<file path="src/hdl/pcss_pkg.sv">
// Shared types, constants and helper functions for the per-channel statistics block.
package pcss_pkg;

  localparam int CHANNELS   = 8;
  localparam int CODE_BITS  = 12;
  localparam int COUNT_BITS = 20;

  localparam int CHAN_W  = (CHANNELS > 1) ? $clog2(CHANNELS) : 1;
  localparam int SUM_W   = CODE_BITS + COUNT_BITS;
  localparam int SQ_W    = 2 * CODE_BITS + COUNT_BITS;
  localparam int DIV_W   = SQ_W + 8;
  localparam int ROOT_W  = (DIV_W + 1) / 2;
  localparam int RAD_W   = 2 * ROOT_W;
  localparam int FRAC_W  = 16;

  localparam int THR_W     = 12;
  localparam int CFG_IDX_W = 1;

  localparam logic [CFG_IDX_W-1:0] CFG_OVER  = 1'b0;
  localparam logic [CFG_IDX_W-1:0] CFG_UNDER = 1'b1;

  localparam logic [COUNT_BITS-1:0] COUNT_MAX = {COUNT_BITS{1'b1}};
  localparam logic [CODE_BITS-1:0]  CODE_MAX  = {CODE_BITS{1'b1}};

  typedef struct packed {
    logic        req_type;
    logic [7:0]  chan_id;
    logic [11:0] sample_code;
    logic        sensor_fault;
    logic        range_flag;
  } in_beat_t;

  typedef struct packed {
    logic [2:0]  report_chan;
    logic [19:0] total_samples;
    logic [19:0] over_hits;
    logic [19:0] under_hits;
    logic [19:0] fault_hits;
    logic [19:0] range_hits;
    logic [15:0] mean_value;
    logic [11:0] min_value;
    logic [11:0] max_value;
    logic [15:0] rms_value;
    logic [15:0] std_value;
    logic        last_row;
  } out_beat_t;

  localparam logic REQ_SAMPLE = 1'b0;
  localparam logic REQ_REPORT = 1'b1;

  // One channel's entry in the statistics store.
  typedef struct packed {
    logic [COUNT_BITS-1:0] sample_tally;
    logic [COUNT_BITS-1:0] over_tally;
    logic [COUNT_BITS-1:0] under_tally;
    logic [COUNT_BITS-1:0] fault_tally;
    logic [COUNT_BITS-1:0] range_tally;
    logic [SUM_W-1:0]      code_sum;
    logic [SQ_W-1:0]       square_sum;
    logic [CODE_BITS-1:0]  least_code;
    logic [CODE_BITS-1:0]  greatest_code;
  } rec_t;

  localparam rec_t REC_RESET = '{
    sample_tally:  '0,
    over_tally:    '0,
    under_tally:   '0,
    fault_tally:   '0,
    range_tally:   '0,
    code_sum:      '0,
    square_sum:    '0,
    least_code:    CODE_MAX,
    greatest_code: '0
  };

  typedef struct packed {
    logic                  vld;
    logic [CHAN_W-1:0]     chan;
    logic [CODE_BITS-1:0]  code;
    logic                  fault;
    logic                  range_hit;
  } smp_t;

  typedef struct packed {
    logic                  go;
    logic [DIV_W-1:0]      num;
    logic [COUNT_BITS-1:0] den;
  } div_req_t;

  typedef struct packed {
    logic                  done;
    logic [DIV_W-1:0]      quo;
    logic [COUNT_BITS-1:0] rem;
  } div_rsp_t;

  typedef struct packed {
    logic             go;
    logic [RAD_W-1:0] rad;
  } sqrt_req_t;

  typedef struct packed {
    logic              done;
    logic [ROOT_W-1:0] root;
  } sqrt_rsp_t;

  function automatic logic [COUNT_BITS-1:0] sat_inc(input logic [COUNT_BITS-1:0] v);
    return (v == COUNT_MAX) ? v : v + 1'b1;
  endfunction

  function automatic logic [15:0] sat16(input logic [DIV_W-1:0] v);
    return (v > DIV_W'(16'hFFFF)) ? 16'hFFFF : v[15:0];
  endfunction

endpackage

</file>
<file path="src/hdl/pcss_store.sv">
// Channel statistics memory with its read-modify-write sample update path.
module pcss_store (
  input  logic                            clk,
  input  logic                            rst_n,
  input  pcss_pkg::smp_t                  smp,
  input  logic [pcss_pkg::CHAN_W-1:0]     rd_addr,
  input  logic [pcss_pkg::THR_W-1:0]      over_thr,
  input  logic [pcss_pkg::THR_W-1:0]      under_thr,
  input  logic                            clear_all,
  output pcss_pkg::rec_t                  rd_rec
);
  import pcss_pkg::*;

  rec_t                   mem [CHANNELS];
  logic [CHANNELS-1:0]    valid_r;

  logic                   s1_vld_r;
  logic [CHAN_W-1:0]      s1_chan_r;
  logic [CODE_BITS-1:0]   s1_code_r;
  logic [2*CODE_BITS-1:0] s1_sq_r;
  logic                   s1_fault_r;
  logic                   s1_range_r;

  rec_t                   rd_q_r;
  logic                   rd_vld_r;
  logic                   fwd_hit_r;
  rec_t                   fwd_rec_r;

  rec_t                   cur;
  rec_t                   rec_nxt;

  always_ff @(posedge clk) begin
    if (!rst_n) begin
      s1_vld_r  <= 1'b0;
      fwd_hit_r <= 1'b0;
    end else begin
      s1_vld_r  <= smp.vld;
      fwd_hit_r <= s1_vld_r && (s1_chan_r == rd_addr);
    end
    s1_chan_r  <= smp.chan;
    s1_code_r  <= smp.code;
    s1_sq_r    <= smp.code * smp.code;
    s1_fault_r <= smp.fault;
    s1_range_r <= smp.range_hit;
    fwd_rec_r  <= rec_nxt;
  end

  // An entry written in the cycle it is read is taken from the bypass register.
  always_comb begin
    if (fwd_hit_r) begin
      cur = fwd_rec_r;
    end else if (rd_vld_r) begin
      cur = rd_q_r;
    end else begin
      cur = REC_RESET;
    end
  end

  always_comb begin
    rec_nxt = cur;
    if (cur.sample_tally != COUNT_MAX) begin
      rec_nxt.sample_tally = cur.sample_tally + 1'b1;
      rec_nxt.code_sum     = cur.code_sum + SUM_W'(s1_code_r);
      rec_nxt.square_sum   = cur.square_sum + SQ_W'(s1_sq_r);
      if (s1_code_r < cur.least_code) begin
        rec_nxt.least_code = s1_code_r;
      end
      if (s1_code_r > cur.greatest_code) begin
        rec_nxt.greatest_code = s1_code_r;
      end
    end
    if (s1_code_r > over_thr) begin
      rec_nxt.over_tally = sat_inc(cur.over_tally);
    end
    if (s1_code_r < under_thr) begin
      rec_nxt.under_tally = sat_inc(cur.under_tally);
    end
    if (s1_fault_r) begin
      rec_nxt.fault_tally = sat_inc(cur.fault_tally);
    end
    if (s1_range_r) begin
      rec_nxt.range_tally = sat_inc(cur.range_tally);
    end
  end

  always_ff @(posedge clk) begin
    if (s1_vld_r) begin
      mem[s1_chan_r] <= rec_nxt;
    end
    rd_q_r <= mem[rd_addr];
  end

  // A read in the clearing cycle must already see the entry as empty.
  always_ff @(posedge clk) begin
    if (!rst_n) begin
      valid_r  <= '0;
      rd_vld_r <= 1'b0;
    end else begin
      rd_vld_r <= valid_r[rd_addr] && !clear_all;
      if (clear_all) begin
        valid_r <= '0;
      end else if (s1_vld_r) begin
        valid_r[s1_chan_r] <= 1'b1;
      end
    end
  end

  assign rd_rec = cur;

endmodule

</file>
<file path="config.mk">
export PLATFORM = sky130hd
export DESIGN_NAME = pcss_store
export DESIGN_NICKNAME = d
export VERILOG_FILES = /design/src/hdl/pcss_pkg.sv /design/src/hdl/pcss_store.sv
export SDC_FILE = /design/constraint.sdc
export NUM_CORES = 2
export LEC_CHECK = 0
export BUFFER_PORTS_ARGS = -buffer_cell sky130_fd_sc_hd__buf_2
export CORE_MARGIN = 3
export CORE_UTILIZATION = 39
export DETAILED_ROUTE_END_ITERATION = 8
export PLACE_DENSITY = 0.66
export SLEW_MARGIN = 20
export SYNTH_ARGS = -nofsm -noshare
export SYNTH_HDL_FRONTEND = slang
export SYNTH_SLANG_ARGS = --single-unit
</file>
<file path="constraint.sdc">
create_clock -name clk -period 14.8 [get_ports clk]
set_input_delay 0 -clock clk [delete_from_list [all_inputs] [get_ports clk]]
set_output_delay 0 -clock clk [all_outputs]
set_load 0.01 [all_outputs]
</file>
==> flow_metrics.py <==
metrics = {
    "synthesis": {
        "synth_cells": 4652,
        "ys_async_sr_fraction": 0,
        "syn_nets": 4923,
        "synth_cell_type_count": 74,
        "synth_seq_cells": 2050,
        "ys_seq_area_frac": 0.6956,
        "synth_warnings": 0,
        "synth_ff_type": "edfxtp_1",
        "synth_edf_count": 1600,
        "avgSynthCellArea_um2": 17.63,
        "synth_area_um2": 82030,
    },
    "power": {
        "p_sw_frac": 0.2297,
        "p_int_uw": 9867,
        "switchingPower_uw": 2943,
        "p_leak_uw": 0.03367,
        "pwr-share-clk": 0.394,
        "p_total_uw": 12810,
        "p_per_area_nw_per_um2": 136.8,
        "seqPwrFrac": 0.506,
        "ir_drop_mv": 0.1197,
        "power_frac_comb": 0.100,
    },
    "critical_path": {
        "crit_required_ns": 15.32,
        "arrival_ns": 6.32,
        "ff2ff_path_depth": 11,
        "slowest_delay_ns": 0.65,
        "path_class": "register to register",
        "rrSetupSlack_ns": 9.00,
        "cp-start-kind": "register",
        "critPathCaptureType": "register",
        "cpMaxStageDelayCell": "buf_4",
        "crit_fanout": 69,
        "critical_path.cell_chain": "and2b_4 > buf_4 > buf_4 > buf_4 > a22o_1 > nand4_1 > nor3_1 > nand3_1 > nor2_2 > nor2_1 > a2bb2oi_1",
        "cpMostUsedCell": "buf_4",
    },
    "clocking": {
        "clock_path_buffers": 3,
        "cts_root_buf": "clkbuf_16",
        "path_clk_slew_ns": 0.07,
        "clk_latency_ns": 0.82,
        "cts_hold_buf": 44,
        "post_cts_buffers": 0,
        "cts.sinks": 2050,
        "cts_htree_levels": 4,
        "cts_buffers": 195,
        "cts-resized-gates": 0,
        "cts_tree": "built",
    },
    "die": {
        "initial_core_util": 0.3941,
        "fp-row-count": 167,
        "die_width_um": 464.6,
        "die_area_um2": 215900,
        "core-area_um2": 208100,
        "die_h_um": 464.6,
        "io_pins": 248,
    },
    "global_route": {
        "grt_max_degree": 124,
        "antenna_found_initial": 2,
        "grt_overflow": 0,
        "grt_pass1_vias": 44080,
        "grt_pass1_wl_um": 286500,
        "track_usage": 0.1755,
    },
    "sta": {
        "finalMaxSlewViolations": 0,
        "fin_skew_ns": 0.05747,
        "setup_viol": 0,
        "rsz0062_at_grt": "false",
        "max_freq_mhz": 172.3,
        "worst_pin_slew_ns": 1.100,
        "maxSlewHeadroom": 0.2589,
        "holdWs_ns": 0.1163,
        "hold_viol": 0,
        "min_period_ns": 5.803,
        "period_share": 0.3921,
        "timing.setup.tns_ns": 0,
    },
    "cells_and_area": {
        "area_growth_pct": 14.13,
        "n_fill_cell": 17850,
        "finish.utilization": 0.4498,
        "drive_gt1_frac": 0.2458,
        "final_cells": 7967,
        "nets": 5275,
    },
    "placement": {
        "gp_congestion": 0.8179,
        "portBuffers": 247,
        "dp.cells": 7551,
        "hpwl_um": 109000,
    },
    "worst_hold_path": {
        "hold_path.class": "input port to register",
        "hold_path_depth": 3,
    },
    "drt": {
        "drt_first_pass_iters": 5,
        "drc": 0,
        "ant_nets": 0,
        "drt_iter0_drc": 3458,
        "routedWlPerCell_um": 23.99,
        "routed_wl_um": 191200,
        "via_count": 42870,
        "via_per_inst": 5.381,
    },
    "status": {
        "outcome": "complete, no violations",
    },
    "run": {
        "maxCapViolations": 0,
    },
}
==> synthesized netlist by cell type, types with 6 or more instances <==
cell | instances | area share
a21boi_0 | 6 | 0.00055
buf_4 | 9 | 0.00082
nand4_1 | 41 | 0.0031
a211oi_1 | 7 | 0.00064
nor2_1 | 107 | 0.0049
buf_1 | 54 | 0.0025
buf_2 | 32 | 0.0020
a31oi_1 | 12 | 0.00092
a22o_1 | 98 | 0.010
edfxtp_1 | 1600 | 0.59
a21o_1 | 41 | 0.0038
nor3_1 | 44 | 0.0027
dfxtp_1 | 450 | 0.11
o21ai_0 | 93 | 0.0057
mux2i_1 | 14 | 0.0017
and2_1 | 53 | 0.0040
mux4_2 | 402 | 0.11
and3_1 | 18 | 0.0014
nor2b_1 | 12 | 0.00092
nor4b_1 | 6 | 0.00064
nand3_1 | 92 | 0.0056
nand3b_1 | 15 | 0.0014
nand4b_1 | 15 | 0.0016
xor2_1 | 56 | 0.0060
o22a_1 | 11 | 0.0012
ha_1 | 144 | 0.022
nor3b_1 | 10 | 0.00092
xnor2_1 | 107 | 0.011
a22oi_1 | 56 | 0.0051
a21oi_1 | 71 | 0.0043
mux2_2 | 233 | 0.032
o211ai_1 | 6 | 0.00055
fa_1 | 79 | 0.019
clkbuf_1 | 102 | 0.0047
o21a_1 | 12 | 0.0011
nand2b_1 | 16 | 0.0012
nor4_1 | 14 | 0.0011
inv_1 | 233 | 0.011
nand2_1 | 211 | 0.0097
o31ai_1 | 8 | 0.00073
==> worst paths after layout <==
check	startpoint	endpoint
worst min register to register	valid_r[1]	valid_r[1]
worst max-delay path	fwd_hit_r	mem[4][144]
worst min-delay path	smp[2]	s1_sq_r[2]
worst max register to register	fwd_hit_r	mem[4][144]
==> layout make-up <==
cell class | instances | area (um^2) | area share
well taps | 2788 | 3488 | 0.03726
flip-flops and latches | 2050 | 57060 | 0.6095
clock buffers | 286 | 5544 | 0.05922
multi-input cells | 2165 | 23310 | 0.2490
clock inverters | 85 | 1007 | 0.01076
repair buffers | 358 | 2322 | 0.02481
inverters | 234 | 878.3 | 0.009382
diodes | 1 | 2.502 | 0.00002673
==> flip-flops by register name, indices dropped and copies added (netlist names) <==
register / cells
fwd_rec_r: 200
s1_vld_r: 1
s1_range_r: 1
s1_sq_r: 23
rd_q_r: 200
fwd_hit_r: 1
s1_fault_r: 1
valid_r: 8
s1_chan_r: 3
s1_code_r: 11
rd_vld_r: 1
mem: 1600
==> logic make-up after synthesis <==
family | after synthesis | share of synthesized area
flops | 2050 | 0.6956
simple gates | 674 | 0.04144
mux | 650 | 0.1442
compound gates | 455 | 0.03859
buf+inv | 437 | 0.02154
fa+ha+maj | 223 | 0.04125
xor+xnor | 163 | 0.01740
==> stage by stage <==
stage	worst slack [ns]	area, um^2
3_5_place_dp	8.945	86610
2_1_floorplan	5.168	82040
3_3_place_gp	9.159	86610
5_1_grt	8.621	93620
4_1_cts	8.957	93600
6_report	8.997	93620
==> critical path, delay by kind of cell, from the launching register on <==
family | cells | cell delay [ns]
compound gates | 2 | 0.89
buf+inv | 3 | 1.74
flops | 1 | 0.53
simple gates | 6 | 2.21
==> power by group through the flow <==
stage / sequential (uW) / clock, uW / combinational [uW]
5_1_grt: 6490 / 5390 / 1450
4_1_cts: 6480 / 5160 / 1300
6_report: 6480 / 5050 / 1280
3_3_place_gp: 6600 / 0 / 1260
3_5_place_dp: 6600 / 0 / 1280
2_1_floorplan: 6580 / 0 / 967
==> placed cells by master, fill, tap and decap left out, types with 101 or more instances in the layout <==
| cell | netlist | routed |
|---|---|---|
| ha_1 | 144 | 144 |
| buf_2 | 32 | 244 |
| mux4_2 | 402 | 402 |
| xnor2_1 | 107 | 107 |
| mux2_2 | 233 | 233 |
| edfxtp_1 | 1600 | 1600 |
| inv_1 | 233 | 233 |
| clkbuf_16 | 0 | 197 |
| dfxtp_1 | 450 | 448 |
| nor2_1 | 107 | 101 |
| nand2_1 | 211 | 211 |
==> routing by layer <==
layer  global-route usage  wire [um]
met5                    0          0
met4              0.04830       4833
met3              0.04066      14400
met2               0.2775      89480
met1               0.2439      82440
Note: power is estimated with default switching activity, not from simulation.
