==> src/hdl/pcss_pkg.sv <==
// Shared types, constants and helper functions for the per-channel statistics block.
package pcss_pkg;

  localparam int CHANNELS   = 8;
  localparam int CODE_BITS  = 12;
  localparam int COUNT_BITS = 20;

  localparam int CHAN_W  = (CHANNELS > 1) ? $clog2(CHANNELS) : 1;
  localparam int SUM_W   = CODE_BITS + COUNT_BITS;
  localparam int SQ_W    = 2 * CODE_BITS + COUNT_BITS;
  localparam int DIV_W   = SQ_W + 8;
  localparam int ROOT_W  = (DIV_W + 1) / 2;
  localparam int RAD_W   = 2 * ROOT_W;
  localparam int FRAC_W  = 16;

  localparam int THR_W     = 12;
  localparam int CFG_IDX_W = 1;

  localparam logic [CFG_IDX_W-1:0] CFG_OVER  = 1'b0;
  localparam logic [CFG_IDX_W-1:0] CFG_UNDER = 1'b1;

  localparam logic [COUNT_BITS-1:0] COUNT_MAX = {COUNT_BITS{1'b1}};
  localparam logic [CODE_BITS-1:0]  CODE_MAX  = {CODE_BITS{1'b1}};

  typedef struct packed {
    logic        req_type;
    logic [7:0]  chan_id;
    logic [11:0] sample_code;
    logic        sensor_fault;
    logic        range_flag;
  } in_beat_t;

  typedef struct packed {
    logic [2:0]  report_chan;
    logic [19:0] total_samples;
    logic [19:0] over_hits;
    logic [19:0] under_hits;
    logic [19:0] fault_hits;
    logic [19:0] range_hits;
    logic [15:0] mean_value;
    logic [11:0] min_value;
    logic [11:0] max_value;
    logic [15:0] rms_value;
    logic [15:0] std_value;
    logic        last_row;
  } out_beat_t;

  localparam logic REQ_SAMPLE = 1'b0;
  localparam logic REQ_REPORT = 1'b1;

  // One channel's entry in the statistics store.
  typedef struct packed {
    logic [COUNT_BITS-1:0] sample_tally;
    logic [COUNT_BITS-1:0] over_tally;
    logic [COUNT_BITS-1:0] under_tally;
    logic [COUNT_BITS-1:0] fault_tally;
    logic [COUNT_BITS-1:0] range_tally;
    logic [SUM_W-1:0]      code_sum;
    logic [SQ_W-1:0]       square_sum;
    logic [CODE_BITS-1:0]  least_code;
    logic [CODE_BITS-1:0]  greatest_code;
  } rec_t;

  localparam rec_t REC_RESET = '{
    sample_tally:  '0,
    over_tally:    '0,
    under_tally:   '0,
    fault_tally:   '0,
    range_tally:   '0,
    code_sum:      '0,
    square_sum:    '0,
    least_code:    CODE_MAX,
    greatest_code: '0
  };

  typedef struct packed {
    logic                  vld;
    logic [CHAN_W-1:0]     chan;
    logic [CODE_BITS-1:0]  code;
    logic                  fault;
    logic                  range_hit;
  } smp_t;

  typedef struct packed {
    logic                  go;
    logic [DIV_W-1:0]      num;
    logic [COUNT_BITS-1:0] den;
  } div_req_t;

  typedef struct packed {
    logic                  done;
    logic [DIV_W-1:0]      quo;
    logic [COUNT_BITS-1:0] rem;
  } div_rsp_t;

  typedef struct packed {
    logic             go;
    logic [RAD_W-1:0] rad;
  } sqrt_req_t;

  typedef struct packed {
    logic              done;
    logic [ROOT_W-1:0] root;
  } sqrt_rsp_t;

  function automatic logic [COUNT_BITS-1:0] sat_inc(input logic [COUNT_BITS-1:0] v);
    return (v == COUNT_MAX) ? v : v + 1'b1;
  endfunction

  function automatic logic [15:0] sat16(input logic [DIV_W-1:0] v);
    return (v > DIV_W'(16'hFFFF)) ? 16'hFFFF : v[15:0];
  endfunction

endpackage

==> src/hdl/pcss_div.sv <==
// Restoring divider that retires one quotient bit per cycle.
module pcss_div (
  input  logic               clk,
  input  logic               rst_n,
  input  pcss_pkg::div_req_t req,
  output pcss_pkg::div_rsp_t rsp
);
  import pcss_pkg::*;

  localparam int CNT_W = $clog2(DIV_W + 1);

  logic [DIV_W-1:0]      num_r;
  logic [COUNT_BITS-1:0] den_r;
  logic [COUNT_BITS-1:0] rem_r;
  logic [CNT_W-1:0]      cnt_r;
  logic                  busy_r;
  logic                  done_r;

  logic [COUNT_BITS:0]   trial;
  logic [COUNT_BITS:0]   diff;
  logic                  ge;
  logic [COUNT_BITS-1:0] rem_nxt;

  always_comb begin
    trial   = {rem_r, num_r[DIV_W-1]};
    diff    = trial - {1'b0, den_r};
    ge      = (trial >= {1'b0, den_r});
    rem_nxt = ge ? diff[COUNT_BITS-1:0] : trial[COUNT_BITS-1:0];
  end

  always_ff @(posedge clk) begin
    if (!rst_n) begin
      busy_r <= 1'b0;
      done_r <= 1'b0;
    end else begin
      done_r <= 1'b0;
      if (req.go) begin
        num_r  <= req.num;
        den_r  <= req.den;
        rem_r  <= '0;
        cnt_r  <= '0;
        busy_r <= 1'b1;
      end else if (busy_r) begin
        num_r <= {num_r[DIV_W-2:0], ge};
        rem_r <= rem_nxt;
        cnt_r <= cnt_r + 1'b1;
        if (cnt_r == CNT_W'(DIV_W - 1)) begin
          busy_r <= 1'b0;
          done_r <= 1'b1;
        end
      end
    end
  end

  assign rsp.done = done_r;
  assign rsp.quo  = num_r;
  assign rsp.rem  = rem_r;

endmodule

==> src/hdl/pcss_sqrt.sv <==
// Digit-by-digit integer square root, one result bit per cycle.
module pcss_sqrt (
  input  logic                clk,
  input  logic                rst_n,
  input  pcss_pkg::sqrt_req_t req,
  output pcss_pkg::sqrt_rsp_t rsp
);
  import pcss_pkg::*;

  localparam int CNT_W = $clog2(ROOT_W + 1);

  logic [RAD_W-1:0]  rad_r;
  logic [ROOT_W-1:0] root_r;
  logic [ROOT_W+1:0] rem_r;
  logic [CNT_W-1:0]  cnt_r;
  logic              busy_r;
  logic              done_r;

  logic [ROOT_W+3:0] t;
  logic [ROOT_W+3:0] trial;
  logic [ROOT_W+3:0] diff;
  logic              ge;

  always_comb begin
    t     = {rem_r, rad_r[RAD_W-1 -: 2]};
    trial = (ROOT_W + 4)'({root_r, 2'b01});
    diff  = t - trial;
    ge    = (t >= trial);
  end

  always_ff @(posedge clk) begin
    if (!rst_n) begin
      busy_r <= 1'b0;
      done_r <= 1'b0;
    end else begin
      done_r <= 1'b0;
      if (req.go) begin
        rad_r  <= req.rad;
        root_r <= '0;
        rem_r  <= '0;
        cnt_r  <= '0;
        busy_r <= 1'b1;
      end else if (busy_r) begin
        rad_r  <= {rad_r[RAD_W-3:0], 2'b00};
        root_r <= {root_r[ROOT_W-2:0], ge};
        rem_r  <= ge ? diff[ROOT_W+1:0] : t[ROOT_W+1:0];
        cnt_r  <= cnt_r + 1'b1;
        if (cnt_r == CNT_W'(ROOT_W - 1)) begin
          busy_r <= 1'b0;
          done_r <= 1'b1;
        end
      end
    end
  end

  assign rsp.done = done_r;
  assign rsp.root = root_r;

endmodule

==> src/hdl/pcss_stats.sv <==
// Report arithmetic: mean, RMS and standard deviation of one channel entry.
module pcss_stats (
  input  logic                clk,
  input  logic                rst_n,
  input  logic                start,
  input  pcss_pkg::rec_t      rec,
  output logic                done,
  output logic [15:0]         mean_value,
  output logic [15:0]         rms_value,
  output logic [15:0]         std_value
);
  import pcss_pkg::*;

  typedef enum logic [3:0] {
    S_IDLE, S_MEAN, S_QR, S_MQQ, S_MSUB, S_A1, S_A2, S_VDIV,
    S_FDIV, S_FRAC, S_VSUB, S_VSQ, S_RDIV, S_RSQ
  } st_t;

  st_t                       st_r;
  logic                      div_go_r;
  logic [DIV_W-1:0]          div_num_r;
  logic                      sq_go_r;
  logic [RAD_W-1:0]          sq_rad_r;
  logic                      done_r;

  logic [SUM_W-1:0]          s_r;
  logic [SQ_W-1:0]           s2_r;
  logic [COUNT_BITS-1:0]     n_r;
  logic [CODE_BITS-1:0]      q_r;
  logic [COUNT_BITS-1:0]     r_r;
  logic [2*CODE_BITS-1:0]    qq_r;
  logic [SQ_W-1:0]           sub1_r;
  logic [SQ_W-1:0]           sub2_r;
  logic [SQ_W-1:0]           a_r;
  logic [DIV_W-1:0]          v_r;
  logic [FRAC_W-1:0]         f_r;
  logic [7:0]                frac_r;
  logic [15:0]               mean_r;
  logic [15:0]               rms_r;
  logic [15:0]               std_r;

  logic [SQ_W-1:0]           a2;
  logic [2*FRAC_W-1:0]       ff;
  logic [SUM_W-1:0]          qr;
  div_req_t                  div_req;
  div_rsp_t                  div_rsp;
  sqrt_req_t                 sq_req;
  sqrt_rsp_t                 sq_rsp;

  assign div_req.go  = div_go_r;
  assign div_req.num = div_num_r;
  assign div_req.den = n_r;
  assign sq_req.go   = sq_go_r;
  assign sq_req.rad  = sq_rad_r;

  pcss_div u_div (.clk(clk), .rst_n(rst_n), .req(div_req), .rsp(div_rsp));
  pcss_sqrt u_sqrt (.clk(clk), .rst_n(rst_n), .req(sq_req), .rsp(sq_rsp));

  always_comb begin
    a2 = (a_r > sub2_r) ? a_r - sub2_r : '0;
    ff = f_r * f_r;
    qr = SUM_W'(q_r) * SUM_W'(r_r);
  end

  // The variance is the sum of squares less n*q*q and 2*q*r (q and r the quotient
  // and remainder), over n, with the mean's fraction squared and removed last.
  always_ff @(posedge clk) begin
    if (!rst_n) begin
      st_r     <= S_IDLE;
      div_go_r <= 1'b0;
      sq_go_r  <= 1'b0;
      done_r   <= 1'b0;
    end else begin
      div_go_r <= 1'b0;
      sq_go_r  <= 1'b0;
      done_r   <= 1'b0;
      unique case (st_r)
        S_IDLE: begin
          if (start) begin
            s_r  <= rec.code_sum;
            s2_r <= rec.square_sum;
            n_r  <= rec.sample_tally;
            if (rec.sample_tally == '0) begin
              mean_r <= '0;
              rms_r  <= '0;
              std_r  <= '0;
              done_r <= 1'b1;
            end else begin
              div_num_r <= DIV_W'({rec.code_sum, 4'b0000});
              div_go_r  <= 1'b1;
              st_r      <= S_MEAN;
            end
          end
        end
        S_MEAN: begin
          if (div_rsp.done) begin
            mean_r    <= sat16(div_rsp.quo);
            div_num_r <= DIV_W'(s_r);
            div_go_r  <= 1'b1;
            st_r      <= S_QR;
          end
        end
        S_QR: begin
          if (div_rsp.done) begin
            q_r  <= div_rsp.quo[CODE_BITS-1:0];
            r_r  <= div_rsp.rem;
            st_r <= S_MQQ;
          end
        end
        S_MQQ: begin
          qq_r <= q_r * q_r;
          st_r <= S_MSUB;
        end
        S_MSUB: begin
          sub1_r <= qq_r * n_r;
          sub2_r <= SQ_W'({qr, 1'b0});
          st_r   <= S_A1;
        end
        S_A1: begin
          a_r  <= (s2_r > sub1_r) ? s2_r - sub1_r : '0;
          st_r <= S_A2;
        end
        S_A2: begin
          div_num_r <= DIV_W'({a2, 8'h00});
          div_go_r  <= 1'b1;
          st_r      <= S_VDIV;
        end
        S_VDIV: begin
          if (div_rsp.done) begin
            v_r       <= div_rsp.quo;
            div_num_r <= DIV_W'({r_r, 16'h0000});
            div_go_r  <= 1'b1;
            st_r      <= S_FDIV;
          end
        end
        S_FDIV: begin
          if (div_rsp.done) begin
            f_r  <= div_rsp.quo[FRAC_W-1:0];
            st_r <= S_FRAC;
          end
        end
        S_FRAC: begin
          frac_r <= ff[2*FRAC_W-1 -: 8];
          st_r   <= S_VSUB;
        end
        S_VSUB: begin
          sq_rad_r <= (v_r > DIV_W'(frac_r)) ? RAD_W'(v_r - DIV_W'(frac_r)) : '0;
          sq_go_r  <= 1'b1;
          st_r     <= S_VSQ;
        end
        S_VSQ: begin
          if (sq_rsp.done) begin
            std_r     <= sat16(DIV_W'(sq_rsp.root));
            div_num_r <= DIV_W'({s2_r, 8'h00});
            div_go_r  <= 1'b1;
            st_r      <= S_RDIV;
          end
        end
        S_RDIV: begin
          if (div_rsp.done) begin
            sq_rad_r <= RAD_W'(div_rsp.quo);
            sq_go_r  <= 1'b1;
            st_r     <= S_RSQ;
          end
        end
        S_RSQ: begin
          if (sq_rsp.done) begin
            rms_r  <= sat16(DIV_W'(sq_rsp.root));
            done_r <= 1'b1;
            st_r   <= S_IDLE;
          end
        end
        default: st_r <= S_IDLE;
      endcase
    end
  end

  assign done       = done_r;
  assign mean_value = mean_r;
  assign rms_value  = rms_r;
  assign std_value  = std_r;

endmodule

==> config.mk <==
export PLATFORM = sky130hd
export DESIGN_NAME = pcss_stats
export DESIGN_NICKNAME = d
export VERILOG_FILES = /design/src/hdl/pcss_pkg.sv /design/src/hdl/pcss_div.sv /design/src/hdl/pcss_sqrt.sv /design/src/hdl/pcss_stats.sv
export SDC_FILE = /design/constraint.sdc
export NUM_CORES = 2
export LEC_CHECK = 0
export BUFFER_PORTS_ARGS = -buffer_cell sky130_fd_sc_hd__buf_2
export CORE_ASPECT_RATIO = 2
export CORE_UTILIZATION = 58
export CTS_CLUSTER_SIZE = 25
export DETAILED_ROUTE_END_ITERATION = 8
export HOLD_SLACK_MARGIN = 0.03
export PLACE_DENSITY = 0.79
export SLEW_MARGIN = 20
export SYNTH_ARGS = -nofsm -noshare
export SYNTH_HDL_FRONTEND = slang
export SYNTH_SLANG_ARGS = --single-unit
==> constraint.sdc <==
create_clock -name clk -period 7.3 [get_ports clk]
set_input_delay 0.73 -clock clk [delete_from_list [all_inputs] [get_ports clk]]
set_output_delay 0.73 -clock clk [all_outputs]
set_load 0.03 [all_outputs]
==> flow_summary.json <==
{
  "status": "complete, no violations",
  "rows": 176,
  "placement.setup.worst_slack_ps": -102,
  "cts_tree": "yes",
  "p_leak_nw": 33.3,
  "slew_violations": 0,
  "avgSynthCellArea_um2": 10.4,
  "layoutNonFillerInstCount": 8256,
  "clock_path_buffers": 3,
  "initial_core_util_pct": 58.5,
  "rsz0062_at_grt": "true",
  "design.portCount": 252,
  "hold_class": "in -> reg",
  "yosysSeqAreaShare_pct": 31.9,
  "cts-buffers-inserted": 72,
  "crit_top_cell": "fa_1",
  "synth_area_um2": 67400,
  "seqPwrFrac_pct": 16.8,
  "synth-main-ff-cell": "edfxtp_1",
  "place_inst": 8105,
  "final_common_cell": "inv_1",
  "cellPowerDensity_nw_per_um2": 533,
  "maxCapViolations": 0,
  "max-slew-margin-rel_pct": 22.6,
  "post-route-drc-count": 0,
  "crit_type": "reg -> reg",
  "endpoint_kind": "flip-flop",
  "fin_worst_skew_ps": 42.9,
  "grt_pass1_vias": 53100,
  "finalCriticalPeriod_ps": 7160,
  "hold_viol": 0,
  "cts.root.buffer_cell": "clkbuf_16",
  "required_ps": 7730,
  "design_area_um2": 73900,
  "drtAntennaViolNets": 0,
  "synth_edf_count": 708,
  "critPathMaxFanout": 10,
  "clockPowerShare_pct": 10.0,
  "post_drt_wl_per_cell_um": 21.4,
  "critPathArrivalTime_ps": 7590,
  "async_flop_share_pct": 0,
  "hold_ws_ps": 225,
  "place.gp.congestion": 0.982,
  "startpoint_type": "flip-flop",
  "drive_gt1_share_pct": 10.4,
  "area_growth_pct": 9.61,
  "dpl.hpwl_um": 142000,
  "placed_area_um2": 71100,
  "setup_ws_ps": 140,
  "grt_max_degree": 91,
  "intPower_mw": 21.7,
  "overflow": 0,
  "dieArea_um2": 118000,
  "grt_pass1_wl_um": 277000,
  "crit_slowest_cell": "fa_1",
  "clk_latency_ps": 690,
  "slowest_delay_ps": 560,
  "clk_pin_slew_ps": 70,
  "h-tree-depth": 3,
  "final_cell_mix": "inv_1 (1,073), fa_1 (807), edfxtp_1 (708), nand2_1 (667), ha_1 (514)",
  "p_sw_share_pct": 44.9,
  "vias_per_cell": 5.82,
  "yosysWarnings": 0,
  "irDropWorstVdd_uv": 1950,
  "core_um2": 115000,
  "final_nets": 8210,
  "die_w_um": 243,
  "hold_buffers": 0,
  "postSynthCellCount": 6463,
  "cts.sinks": 719,
  "die_h_um": 484,
  "antenna_found_initial": 23,
  "portBuffers": 147,
  "finalSetupViolCount": 0,
  "fmax_mhz": 140,
  "ys_ff_latch": 719,
  "routed_wl_um": 176000,
  "via_count": 48000,
  "p_sw_mw": 17.7,
  "worstMarginPinSlew_ps": 1150,
  "fin_crit_sh_pct": 98.1,
  "comb_power_share_pct": 73.2,
  "drt-pass1-iter-count": 8,
  "drt_iter0_markers": 2801,
  "grt_usage_pct": 30.8,
  "synth_cell_type_count": 84
}
## layout make-up
class / count / area [um2]
timing repair buffer: 405 / 2800
fill: 8958 / 41300
tap: 1513 / 1890
clock buffer: 81 / 1860
multi-input combinational: 4409 / 41200
antenna: 7 / 17.5
clock inverter: 48 / 616
sequential: 719 / 21500
inverter: 1074 / 4030
## Yosys cell counts (all sizes together), types with 14 or more instances
master | count | area (um2)
a21boi | 15 | 113
a21oi | 206 | 1030
a31oi | 41 | 257
ha | 516 | 6460
nor4 | 35 | 240
nor3 | 59 | 307
buf | 20 | 105
nor2b | 42 | 263
fa | 810 | 16200
o21bai | 28 | 210
nand4 | 30 | 188
edfxtp | 708 | 21300
mux2 | 104 | 1170
o211ai | 24 | 180
xor2 | 108 | 946
nand2b | 34 | 215
inv | 1074 | 4030
nor2 | 391 | 1470
a211oi | 28 | 210
a222oi | 25 | 250
or3 | 20 | 130
mux2i | 41 | 410
and3 | 39 | 244
a21o | 117 | 878
xnor2 | 167 | 1460
clkbuf | 252 | 947
nand3 | 46 | 230
or2 | 14 | 90.1
o31ai | 43 | 333
o21a | 42 | 315
o21ai | 145 | 726
and2 | 434 | 2720
nand2 | 668 | 2510
## timing repair
| action | 4_1_cts | 5_1_grt |
|---|---|---|
| pin swaps | 0 | 10 |
| endpoints found under the setup margin | 4 | 14 |
| resized for setup | 3 | 33 |
| setup buffers | 3 | 11 |
## cells by family after synthesis
family	share of synthesized area, %
muxes	2.35
xor gates and xnor gates	3.57
other	0.0111
buffers and inverters	7.54
AOI/OAI and AO/OA	7.80
adders and majority gates	33.6
DFF	31.9
and+or+nand+nor	13.3
## power groups by stage
stage          Combinational (mW)  Sequential [mW]  Clock [mW]
6_report                     28.8             6.61        3.92
5_1_grt                      31.9             6.64        4.10
4_1_cts                      27.4             6.61        3.97
3_5_place_dp                 27.1             6.69           0
3_3_place_gp                 26.7             6.67           0
2_1_floorplan                17.1             6.61           0
## sequential cells by signal (all words and copies together), names as in the netlist, 6 cells and up
register and count:
mean_value 16, u_div.num_r 52, u_div.rem_r 20, sub1_r 44, u_div.den_r 20, s2_r 44
v_r 52, u_sqrt.root_r 26, frac_r 8, a_r 44, std_value 16, qq_r 23
r_r 20, u_div.cnt_r 6, f_r 16, sub2_r 32, u_sqrt.rem_r 28, q_r 12
n_r 20, rms_value 16, div_num_r 52, u_sqrt.rad_r 52, sq_rad_r 52, s_r 32
## metal layers
metal | wire length [um] | up-vias | GRT usage (%) | share of wire [%]
li1 | - | 21500 | - | -
met2 | 94600 | 1832 | 57.6 | 54
met5 | 167 | - | 0 | 0.095
met1 | 54600 | 23900 | 28.8 | 31
met3 | 10500 | 796 | 4.94 | 5.9
met4 | 16600 | 28 | 25.6 | 9.4
## through the flow
step                      setup TNS [ps]  util [%]  total power, mW
final                                  0      64.2             39.4
after CTS                              0      63.9             38.0
after global routing                -173      64.2             42.6
after detailed placement            -227      61.7             33.7
after floorplan                        0         -             23.7
after global placement             -91.7      61.7             33.4
## worst paths after layout
| check | from | end | slack [ps] | depth (start not counted) |
|---|---|---|---|---|
| worst min-delay path | rec[36] | s2_r[12]$_DFFE_PP_ | 220 | 1 |
| worst max register to register | f_r[3]$_DFFE_PP_ | frac_r[6]$_DFFE_PP_ | 140 | 26 |
| worst max-delay path | f_r[3]$_DFFE_PP_ | frac_r[6]$_DFFE_PP_ | 140 | 26 |
| worst min register to register | u_div.rem_r[19]$_SDFFCE_PP0P_ | r_r[19]$_DFFE_PP_ | 480 | 0 |
## worst max-delay path, delay by kind of cell (launching register included)
| kind | cells | cell delay (ps) |
|---|---|---|
| XOR/XNOR | 1 | 100 |
| flip-flops | 1 | 420 |
| AND/OR/NAND/NOR | 4 | 890 |
| adder cells (fa/ha/maj) | 7 | 3010 |
| AO/OA/AOI/OAI | 6 | 1570 |
| buffers and inverters | 8 | 880 |
No activity file was read; power rests on OpenSTA's default activity.
